`config.mk`:
```
export PLATFORM = sky130hd
export DESIGN_NAME = weighted_centroid_biquad_lowpass
export DESIGN_NICKNAME = d
export VERILOG_FILES = /design/src/wcb_pkg.sv /design/src/weighted_centroid_biquad_lowpass.sv
export SDC_FILE = /design/constraint.sdc
export NUM_CORES = 2
export LEC_CHECK = 0
export BUFFER_PORTS_ARGS = -buffer_cell sky130_fd_sc_hd__buf_2
export CAP_MARGIN = 15
export CORE_MARGIN = 4
export CORE_UTILIZATION = 40
export CTS_CLUSTER_SIZE = 40
export DETAILED_ROUTE_END_ITERATION = 8
export GPL_ROUTABILITY_DRIVEN = 1
export GPL_TIMING_DRIVEN = 0
export SLEW_MARGIN = 10
export SYNTH_ARGS = -nofsm -noshare
export SYNTH_HDL_FRONTEND = slang
export SYNTH_SLANG_ARGS = --single-unit
```
`constraint.sdc`:
```
create_clock -name clk -period 20.4 [get_ports clk]
set_input_delay 1.02 -clock clk [delete_from_list [all_inputs] [get_ports clk]]
set_output_delay 1.02 -clock clk [all_outputs]
set_load 0.01 [all_outputs]
```
`src/wcb_pkg.sv`:
```
package wcb_pkg;

	// Command codes of the input channel
	typedef enum logic [1:0] {
		CMD_CLEAR = 2'd0,
		CMD_START = 2'd1,
		CMD_ADD   = 2'd2,
		CMD_END   = 2'd3
	} cmd_t;

	// Register indexes of the configuration port
	localparam logic REG_INV_W = 1'b0;
	localparam logic REG_INV_H = 1'b1;

	// Field and state widths
	localparam int unsigned POS_W   = 20;
	localparam int unsigned SUM_W   = 24;
	localparam int unsigned CNT_W   = 4;
	localparam int unsigned WGT_W   = 17;
	localparam int unsigned COEF_W  = 32;
	localparam int unsigned MULB_W  = POS_W + 1;
	localparam int unsigned PROD_W  = COEF_W + MULB_W;
	localparam int unsigned ACC_W   = 56;
	localparam int unsigned TERMS   = 5;

	// Fixed-point constants
	localparam logic [WGT_W-1:0]         ONE_Q16  = 17'd65536;
	localparam logic signed [POS_W-1:0]  HALF_Q16 = 20'sd32768;
	localparam logic signed [POS_W-1:0]  POS_MAX  = 20'sd524287;
	localparam logic [SUM_W-1:0]         SUM_MAX  = 24'hFFFFFF;
	localparam logic [CNT_W-1:0]         CNT_MAX  = 4'd15;
	localparam logic signed [ACC_W-1:0]  ROUND_HALF = 56'sd536870912;

	// Low-pass biquad coefficients, Q2.30
	localparam logic signed [COEF_W-1:0] CB0 = 32'sd1128968;
	localparam logic signed [COEF_W-1:0] CB1 = 32'sd2257936;
	localparam logic signed [COEF_W-1:0] CA1 = 32'sd2071430318;
	localparam logic signed [COEF_W-1:0] CA2 = -32'sd1002204367;

	// Coefficient for term k: x0, x1, x2, y0, y1
	function automatic logic signed [COEF_W-1:0] coef(input logic [2:0] k);
		logic signed [COEF_W-1:0] c;
		case (k)
			3'd0: c = CB0;
			3'd1: c = CB1;
			3'd2: c = CB0;
			3'd3: c = CA1;
			3'd4: c = CA2;
			default: c = '0;
		endcase
		return c;
	endfunction

endpackage

```
`src/weighted_centroid_biquad_lowpass.sv`:
```
// Path to result valid: clear and start load the result directly, add normalises and
// weights the coordinates, end divides (when players active) and filters once per tick.
// One item in flight at a time; the next item is taken once the result is registered.
// Rate is set by the single shared 32x21 multiplier (five products per channel per
// tick) and the one-bit-per-cycle divider.
// arst_n clears slots, sums and count, loads 0.5 into filter history, 16 into both reciprocals.
module weighted_centroid_biquad_lowpass
	import wcb_pkg::*;
#(
	parameter int unsigned MAX_PLAYERS = 8
) (
	input  logic                    clk,
	input  logic                    arst_n,
	// configuration port
	input  logic                    psel,
	input  logic                    penable,
	input  logic                    pwrite,
	input  logic [2:0]              paddr,
	input  logic [31:0]             pwdata,
	output logic [31:0]             prdata,
	output logic                    pready,
	// input channel
	input  logic                    in_valid,
	output logic                    in_ready,
	input  logic [1:0]              command,
	input  logic [15:0]             frame_dt,
	input  logic [2:0]              player_slot,
	input  logic [11:0]             player_x,
	input  logic [11:0]             player_y,
	input  logic                    player_killed,
	input  logic [3:0]              tick_count,
	// output channel
	output logic                    out_valid,
	input  logic                    out_ready,
	output logic signed [19:0]      filtered_x,
	output logic signed [19:0]      filtered_y,
	output logic [3:0]              active_count,
	output logic                    none_active
);

	localparam int unsigned SLOT_W = (MAX_PLAYERS > 1) ? $clog2(MAX_PLAYERS) : 1;
	localparam int unsigned SEXT_W = SLOT_W + 3;

	typedef enum logic [3:0] {
		S_IDLE,
		S_ADD_NX,
		S_ADD_WX,
		S_ADD_NY,
		S_ADD_WY,
		S_ADD_ACC,
		S_DIV,
		S_DIV_WB,
		S_F_SHIFT,
		S_F_MUL,
		S_F_LAST,
		S_F_WB,
		S_DONE
	} state_t;

	state_t state_q;

	// Configuration registers
	logic [15:0] inv_w_q;
	logic [15:0] inv_h_q;

	// Slot table and frame state
	logic                    known_q  [MAX_PLAYERS];
	logic [WGT_W-1:0]        weight_tbl_q [MAX_PLAYERS];
	logic [15:0]             fade_q;
	logic [SUM_W-1:0]        sum_q    [2];
	logic [CNT_W-1:0]        active_q;
	logic signed [POS_W-1:0] ih_q     [2][3];
	logic signed [POS_W-1:0] oh_q     [2][2];

	// Per-item working registers
	logic [WGT_W-1:0]        weight_q;
	logic [11:0]             x_q;
	logic [11:0]             y_q;
	logic [3:0]              tick_q;
	logic [CNT_W-1:0]        rem_q    [2];
	logic [4:0]              cnt_q;
	logic [2:0]              k_q;
	logic                    ch_q;
	logic signed [ACC_W-1:0] acc_q;
	logic signed [PROD_W-1:0] product_q;

	// Shared multiplier
	logic signed [COEF_W-1:0] mul_a;
	logic signed [MULB_W-1:0] mul_b;
	logic signed [PROD_W-1:0] mul_p;

	// Slot decode on the incoming item
	logic [SEXT_W-1:0] slot_ext;
	logic [SLOT_W-1:0] slot_idx;
	logic              slot_ok;
	logic [WGT_W-1:0]  faded_w;
	logic [WGT_W-1:0]  weight_d;
	logic [WGT_W-1:0]  fade_ext;

	// Datapath helpers
	logic [POS_W-1:0]        norm_sat;
	logic [POS_W-1:0]        term;
	logic [SUM_W:0]          sum_add;
	logic [SUM_W-1:0]        sum_next;
	logic signed [ACC_W-1:0] acc_sum;
	logic signed [ACC_W-1:0] acc_shr;
	logic signed [POS_W-1:0] y_new;
	logic signed [POS_W-1:0] hist_sel;
	logic [CNT_W:0]          trial   [2];
	logic                    ge      [2];
	logic                    cfg_wr;

	assign pready   = 1'b1;
	assign in_ready = (state_q == S_IDLE);
	assign cfg_wr   = psel && penable && pwrite;

	// Read back configuration
	always_comb begin
		case (paddr[2])
			REG_INV_W: prdata = {16'd0, inv_w_q};
			REG_INV_H: prdata = {16'd0, inv_h_q};
			default:   prdata = '0;
		endcase
	end

	// Decode the slot and work out the faded weight
	always_comb begin
		slot_ext = {{SLOT_W{1'b0}}, player_slot};
		slot_idx = slot_ext[SLOT_W-1:0];
		slot_ok  = slot_ext < SEXT_W'(MAX_PLAYERS);
		fade_ext = {1'b0, fade_q};
		faded_w  = (weight_tbl_q[slot_idx] > fade_ext) ?
			(weight_tbl_q[slot_idx] - fade_ext) : '0;
		if (known_q[slot_idx] && player_killed) begin
			weight_d = faded_w;
		end else begin
			weight_d = ONE_Q16;
		end
	end

	// Saturate a normalised coordinate and pick up a weighted term
	always_comb begin
		norm_sat = (product_q > PROD_W'(POS_MAX)) ? POS_MAX : product_q[POS_W-1:0];
		term     = product_q[POS_W+15:16];
		sum_add  = {1'b0, sum_q[ch_q]} + {{(SUM_W-POS_W+1){1'b0}}, term};
		sum_next = sum_add[SUM_W] ? SUM_MAX : sum_add[SUM_W-1:0];
	end

	// Select the filter history term
	always_comb begin
		case (k_q)
			3'd0:    hist_sel = ih_q[ch_q][0];
			3'd1:    hist_sel = ih_q[ch_q][1];
			3'd2:    hist_sel = ih_q[ch_q][2];
			3'd3:    hist_sel = oh_q[ch_q][0];
			3'd4:    hist_sel = oh_q[ch_q][1];
			default: hist_sel = '0;
		endcase
	end

	// Multiplier operand selection
	always_comb begin
		case (state_q)
			S_ADD_NX: begin
				mul_a = {16'd0, inv_w_q};
				mul_b = {9'd0, x_q};
			end
			S_ADD_WX, S_ADD_WY: begin
				mul_a = {{(COEF_W-WGT_W){1'b0}}, weight_q};
				mul_b = {1'b0, norm_sat};
			end
			S_ADD_NY: begin
				mul_a = {16'd0, inv_h_q};
				mul_b = {9'd0, y_q};
			end
			S_F_MUL: begin
				mul_a = coef(k_q);
				mul_b = {hist_sel[POS_W-1], hist_sel};
			end
			default: begin
				mul_a = '0;
				mul_b = '0;
			end
		endcase
	end

	assign mul_p = mul_a * mul_b;

	// Accumulate, round and saturate the filter output
	always_comb begin
		acc_sum = acc_q + {{(ACC_W-PROD_W){product_q[PROD_W-1]}}, product_q};
		acc_shr = acc_q >>> 30;
		if (acc_shr > ACC_W'(POS_MAX)) begin
			y_new = POS_MAX;
		end else if (acc_shr < -ACC_W'(POS_MAX) - 1) begin
			y_new = -POS_MAX - 1;
		end else begin
			y_new = acc_shr[POS_W-1:0];
		end
	end

	// One restoring division step per channel
	always_comb begin
		for (int c = 0; c < 2; c++) begin
			trial[c] = {rem_q[c], sum_q[c][SUM_W-1]};
			ge[c]    = trial[c] >= {1'b0, active_q};
		end
	end

	// Register the multiplier product
	always_ff @(posedge clk) begin
		product_q <= mul_p;
	end

	// Sequencer, state and registered result
	always_ff @(posedge clk or negedge arst_n) begin
		if (!arst_n) begin
			state_q  <= S_IDLE;
			inv_w_q  <= 16'd16;
			inv_h_q  <= 16'd16;
			for (int i = 0; i < MAX_PLAYERS; i++) begin
				known_q[i]      <= 1'b0;
				weight_tbl_q[i] <= ONE_Q16;
			end
			fade_q   <= '0;
			active_q <= '0;
			for (int c = 0; c < 2; c++) begin
				sum_q[c] <= '0;
				rem_q[c] <= '0;
				for (int j = 0; j < 3; j++) ih_q[c][j] <= HALF_Q16;
				for (int j = 0; j < 2; j++) oh_q[c][j] <= HALF_Q16;
			end
			weight_q     <= '0;
			x_q          <= '0;
			y_q          <= '0;
			tick_q       <= '0;
			cnt_q        <= '0;
			k_q          <= '0;
			ch_q         <= 1'b0;
			acc_q        <= '0;
			out_valid    <= 1'b0;
			filtered_x   <= '0;
			filtered_y   <= '0;
			active_count <= '0;
			none_active  <= 1'b0;
		end else begin
			// Configuration writes
			if (cfg_wr) begin
				case (paddr[2])
					REG_INV_W: inv_w_q <= pwdata[15:0];
					REG_INV_H: inv_h_q <= pwdata[15:0];
					default: ;
				endcase
			end

			// Drop the result once transferred, unless the done state reloads it
			if (out_valid && out_ready && state_q != S_DONE) begin
				out_valid <= 1'b0;
			end

			case (state_q)
				S_IDLE: begin
					if (in_valid) begin
						x_q    <= player_x;
						y_q    <= player_y;
						tick_q <= tick_count;
						ch_q   <= 1'b0;
						case (cmd_t'(command))
							CMD_CLEAR: begin
								for (int i = 0; i < MAX_PLAYERS; i++) known_q[i] <= 1'b0;
								active_q <= '0;
								state_q  <= S_DONE;
							end
							CMD_START: begin
								fade_q   <= {2'b00, frame_dt[15:2]};
								active_q <= '0;
								sum_q[0] <= '0;
								sum_q[1] <= '0;
								state_q  <= S_DONE;
							end
							CMD_ADD: begin
								if (slot_ok) begin
									known_q[slot_idx] <= 1'b1;
									if (!known_q[slot_idx] || player_killed) begin
										weight_tbl_q[slot_idx] <= weight_d;
									end
									weight_q <= weight_d;
									state_q  <= (weight_d != '0) ? S_ADD_NX : S_DONE;
								end else begin
									state_q <= S_DONE;
								end
							end
							CMD_END: begin
								if (active_q == '0) begin
									sum_q[0] <= SUM_W'(HALF_Q16);
									sum_q[1] <= SUM_W'(HALF_Q16);
									state_q  <= (tick_count != '0) ? S_F_SHIFT : S_DONE;
								end else begin
									rem_q[0] <= '0;
									rem_q[1] <= '0;
									cnt_q    <= '0;
									state_q  <= S_DIV;
								end
							end
							default: state_q <= S_DONE;
						endcase
					end
				end

				// Add: normalise, weight and accumulate x then y
				S_ADD_NX:  state_q <= S_ADD_WX;
				S_ADD_WX: begin
					ch_q    <= 1'b0;
					state_q <= S_ADD_NY;
				end
				S_ADD_NY: begin
					sum_q[0] <= sum_next;
					ch_q     <= 1'b1;
					state_q  <= S_ADD_WY;
				end
				S_ADD_WY:  state_q <= S_ADD_ACC;
				S_ADD_ACC: begin
					sum_q[1] <= sum_next;
					if (active_q != CNT_MAX) begin
						active_q <= active_q + 1'b1;
					end
					state_q <= S_DONE;
				end

				// End: average by shifting the quotient into the sum registers
				S_DIV: begin
					for (int c = 0; c < 2; c++) begin
						rem_q[c] <= ge[c] ? (trial[c][CNT_W-1:0] - active_q) :
							trial[c][CNT_W-1:0];
						sum_q[c] <= {sum_q[c][SUM_W-2:0], ge[c]};
					end
					cnt_q <= cnt_q + 1'b1;
					if (cnt_q == 5'(SUM_W - 1)) begin
						state_q <= S_DIV_WB;
					end
				end
				S_DIV_WB: begin
					for (int c = 0; c < 2; c++) begin
						if (sum_q[c] > SUM_W'(POS_MAX)) sum_q[c] <= SUM_W'(POS_MAX);
					end
					state_q <= (tick_q != '0) ? S_F_SHIFT : S_DONE;
				end

				// Filter tick: advance input history, then five products per channel
				S_F_SHIFT: begin
					for (int c = 0; c < 2; c++) begin
						ih_q[c][2] <= ih_q[c][1];
						ih_q[c][1] <= ih_q[c][0];
						ih_q[c][0] <= sum_q[c][POS_W-1:0];
					end
					ch_q    <= 1'b0;
					k_q     <= '0;
					state_q <= S_F_MUL;
				end
				S_F_MUL: begin
					acc_q <= (k_q == '0) ? ROUND_HALF : acc_sum;
					k_q   <= k_q + 1'b1;
					if (k_q == 3'(TERMS - 1)) begin
						state_q <= S_F_LAST;
					end
				end
				S_F_LAST: begin
					acc_q   <= acc_sum;
					state_q <= S_F_WB;
				end
				S_F_WB: begin
					oh_q[ch_q][1] <= oh_q[ch_q][0];
					oh_q[ch_q][0] <= y_new;
					k_q <= '0;
					if (!ch_q) begin
						ch_q    <= 1'b1;
						state_q <= S_F_MUL;
					end else begin
						tick_q  <= tick_q - 1'b1;
						state_q <= (tick_q == 4'd1) ? S_DONE : S_F_SHIFT;
					end
				end

				// Hold until the output register is free, then load the result
				S_DONE: begin
					if (!out_valid || out_ready) begin
						out_valid    <= 1'b1;
						filtered_x   <= oh_q[0][0];
						filtered_y   <= oh_q[1][0];
						active_count <= active_q;
						none_active  <= (active_q == '0);
						state_q      <= S_IDLE;
					end
				end

				default: state_q <= S_IDLE;
			endcase
		end
	end

	// One item in flight: a transfer always takes the sequencer out of idle
	a_one_item: assert property (@(posedge clk) disable iff (!arst_n)
		in_valid && in_ready |=> !in_ready)
		else $error("input taken while an item is in flight");

	// The divider only runs with a nonzero count
	a_div_count: assert property (@(posedge clk) disable iff (!arst_n)
		state_q == S_DIV |-> active_q != '0)
		else $error("division started with zero active players");

	// The reported flag agrees with the reported count
	a_none_flag: assert property (@(posedge clk) disable iff (!arst_n)
		out_valid |-> none_active == (active_count == '0))
		else $error("none_active disagrees with active_count");

	// A result is loaded only from the done state
	a_load: assert property (@(posedge clk) disable iff (!arst_n)
		$rose(out_valid) |-> $past(state_q) == S_DONE)
		else $error("result loaded outside the done state");

endmodule

```
==> results.txt <==
area grow syn2layout - 10.79%
max incr delay on CP - 870 ps
largest net degree at the start of global routing - 109
complex-gate fraction of the synthesized area - 11.41%
Required @ worst endpoint - 21000 ps
largest family of logic cells by synthesized area - adder cells
Post-synth top flop - dfrtp_1
hold slack final - 276.0 ps
number of CTS-inserted buffers - 78
layout cells sized above 1 - 15.30%
WL final - 190.1 mm
critical path type - flip-flop to flip-flop
Setup Skew - 55.22 ps
cts hold-fix bufs - 0
Rel. slew slack - 15.28%
max-slew violations - 0
R2R Path End - product_q[49]
mux share of post-synthesis cell area - 10.26%
sequential fraction of the synthesis area - 28.74%
post-cts resize count - 0
global route overflow - 0
worst skew pair latency - 720 ps
Synth Register Bits - 663
EDFF count, synth - 0
filler cell count - 13615
Seq. cell area - 16350 um^2
Clk pwr share - 18.0%
worst reg-to-reg path cell count - 39
Crit-path slowest cell - buf_1
FF-to-FF Start - k_q[0]
Final GP Congestion - 0.9883
Reg clk slew, reported paths - 60 ps
Nets - 7029
initial antenna violation count - 7
drt pass-1 iters - 5
DRT antenna net count - 0
Pleak - 31.31 nW
Starting Density - 40.23%
# DRC - 0
Crit Path Max Fanout - 10
Flop pwr share - 25.6%
vias per inst - 5.497
Adder-Cell Fraction of Synth Area - 28.41%
Cells after Synth - 5773
Final period util - 57.71%
worst vdd ir - 0.07918 mV
PortBufs - 130
final setup TNS - 0 ps
status - complete, no violations
Die Ht - 385.1 um
fmax - 84.94 MHz
clock buffer depth - 3
XOR/XNOR share of the synthesized area - 2.153%
# H-tree levels - 3
asr flop ratio synth - 92.01%
Worst Hold Class - input port to async pin
arrival time at the worst endpoint - 12380 ps
IO Pins - 172
DP Wirelength - 153.4 mm
Net Sw Frac - 49.28%
TritonCTS clock tree - yes
number of max-cap violations - 0
multi-input logic area - 35850 um^2
die area - 148300 um^2
clock tree sinks - 663
CORE AREA - 141400 um^2
crit path to - product_q[49]
total track usage - 25.75%
first-pass GRT wire length - 286.6 mm
DR iter-0 viols - 3899
post-synthesis cell area - 56900 um^2
CP Launch Type - flip-flop
Ys Warns - 0
Power Density - 129.2 nW/um^2
flop2flop setup slack - 8630 ps
RSZ-0062 raised after global routing - no
via count - 43883
final count of hold timing violations - 0
vias in the first global route - 45243
min Tclk post-route - 11770 ps
routed length per instance - 23.81 um
Final setup viols - 0
Critical Path Start - k_q[0]
Post-CTS Setup Bufs - 0
Comb pwr share - 56.4%
net switching power - 0.004013 W
Site Rows - 138
Critical Path End Type - flip-flop
Synth cell types - 106
Root Buffer - clkbuf_16
syn avg cell area - 9.856 um^2
Die W - 385.1 um
internal power - 0.004130 W
pin slew with the least headroom to its limit - 1258 ps
Post-Synth Simple-Gate Area - 10.61%
[state kept, by name, indices dropped and copies added (netlist names), 17 cells and up]
register,count
oh_q,80
filtered_x,20
weight_tbl_q,136
acc_q,56
filtered_y,20
ih_q,120
product_q,53
sum_q,48
weight_q,17
[cell type report]
cell class / count / area share [%]
multi-input cells: 3914 / 56.87
repair buffers: 155 / 1.582
flip-flops and latches: 663 / 25.94
well taps: 1890 / 3.752
diodes: 7 / 0.02779
plain buffers: 289 / 2.088
clock inverters: 39 / 0.8178
clock buffers: 104 / 3.428
inverters: 922 / 5.490
[layer usage]
layer	vias to the layer above	share of wire, %	GRT usage (%)
li1	19436	-	-
met2	1678	45	40.14
met1	22374	43	34.78
met4	4	4.6	10.61
met3	391	8.0	5.682
met5	-	0.014	0
[layout by cell type, fill, tap and decap left out, drive strengths merged, types with 199 or more instances in the layout]
cell type / instances
a21oi: 199
buf: 279
clkbuf: 269
dfrtp: 590
fa: 630
ha: 284
inv: 928
mux2: 448
nand2: 580
nor2: 400
o21ai: 284
[cells by family (layout without fill, tap and decap cells)]
logic type / after synthesis / after routing
buffers and inverters: 1211 / 1509
muxes: 512 / 512
adders and majority gates: 914 / 914
other: 2 / 24
DFF: 663 / 663
AOI/OAI and AO/OA: 983 / 983
and+or+nand+nor: 1349 / 1349
xor gates and xnor gates: 139 / 139
[worst min-delay path by stage]
stage | from | end | slack [ps] | cells after the start
after floorplan | y_q[0] | y_q[0] | 450 | 2
after global placement | y_q[11] | y_q[11] | 460 | 2
after detailed placement | x_q[8] | x_q[8] | 460 | 2
after CTS | arst_n | filtered_x[8] | 240 | 1
after global routing | arst_n | filtered_x[8] | 310 | 1
final | arst_n | filtered_y[9] | 280 | 1
[cell usage after synthesis, types with 44 or more instances]
library cell | number | area (um^2)
dfxtp_1 | 53 | 1061
nand2_1 | 578 | 2170
a22o_1 | 56 | 490.5
a21oi_1 | 194 | 970.9
nand2b_1 | 59 | 369.1
a31oi_1 | 49 | 306.5
dfrtp_1 | 590 | 14760
nand4_1 | 44 | 275.3
fa_1 | 630 | 12610
inv_1 | 918 | 3446
mux2i_1 | 51 | 510.5
xnor2_1 | 97 | 849.6
ha_1 | 284 | 3553
clkbuf_1 | 165 | 619.3
mux2_2 | 445 | 5011
o21ai_0 | 260 | 1301
nor2_1 | 387 | 1453
buf_2 | 62 | 310.3
a21o_1 | 62 | 465.5
nand3_1 | 57 | 285.3
[metrics by stage]
step | setup WS [ps] | cell area (um^2) | utilization (%) | instances | power [W]
2_1_floorplan | 12030 | 56950 | - | 5788 | 0.004889
3_3_place_gp | 5139 | 59970 | 42.41 | 7808 | 0.006512
3_5_place_dp | 8828 | 60320 | 42.66 | 7832 | 0.006609
4_1_cts | 8815 | 63000 | 44.55 | 7975 | 0.008109
5_1_grt | 8269 | 63020 | 44.56 | 7977 | 0.008690
6_report | 8627 | 63030 | 44.57 | 7983 | 0.008142
[power by group through the flow]
stage	Clock [W]	Combinational [W]	Sequential, W
2_1_floorplan	0	0.00297	0.00192
3_3_place_gp	0	0.00442	0.00209
5_1_grt	0.00154	0.00503	0.00212
6_report	0.00147	0.00459	0.00209
4_1_cts	0.00150	0.00453	0.00208
3_5_place_dp	0	0.00451	0.00210
[critical path: cells and delay by family (launching register included)]
family | cells | cell delay (ps)
AO/OA/AOI/OAI | 8 | 2060
XOR/XNOR | 1 | 160
adder cells (fa/ha/maj) | 10 | 4500
buffers and inverters | 12 | 2610
flip-flops | 1 | 440
AND/OR/NAND/NOR | 8 | 1870
(Power assumes the default switching activity.)
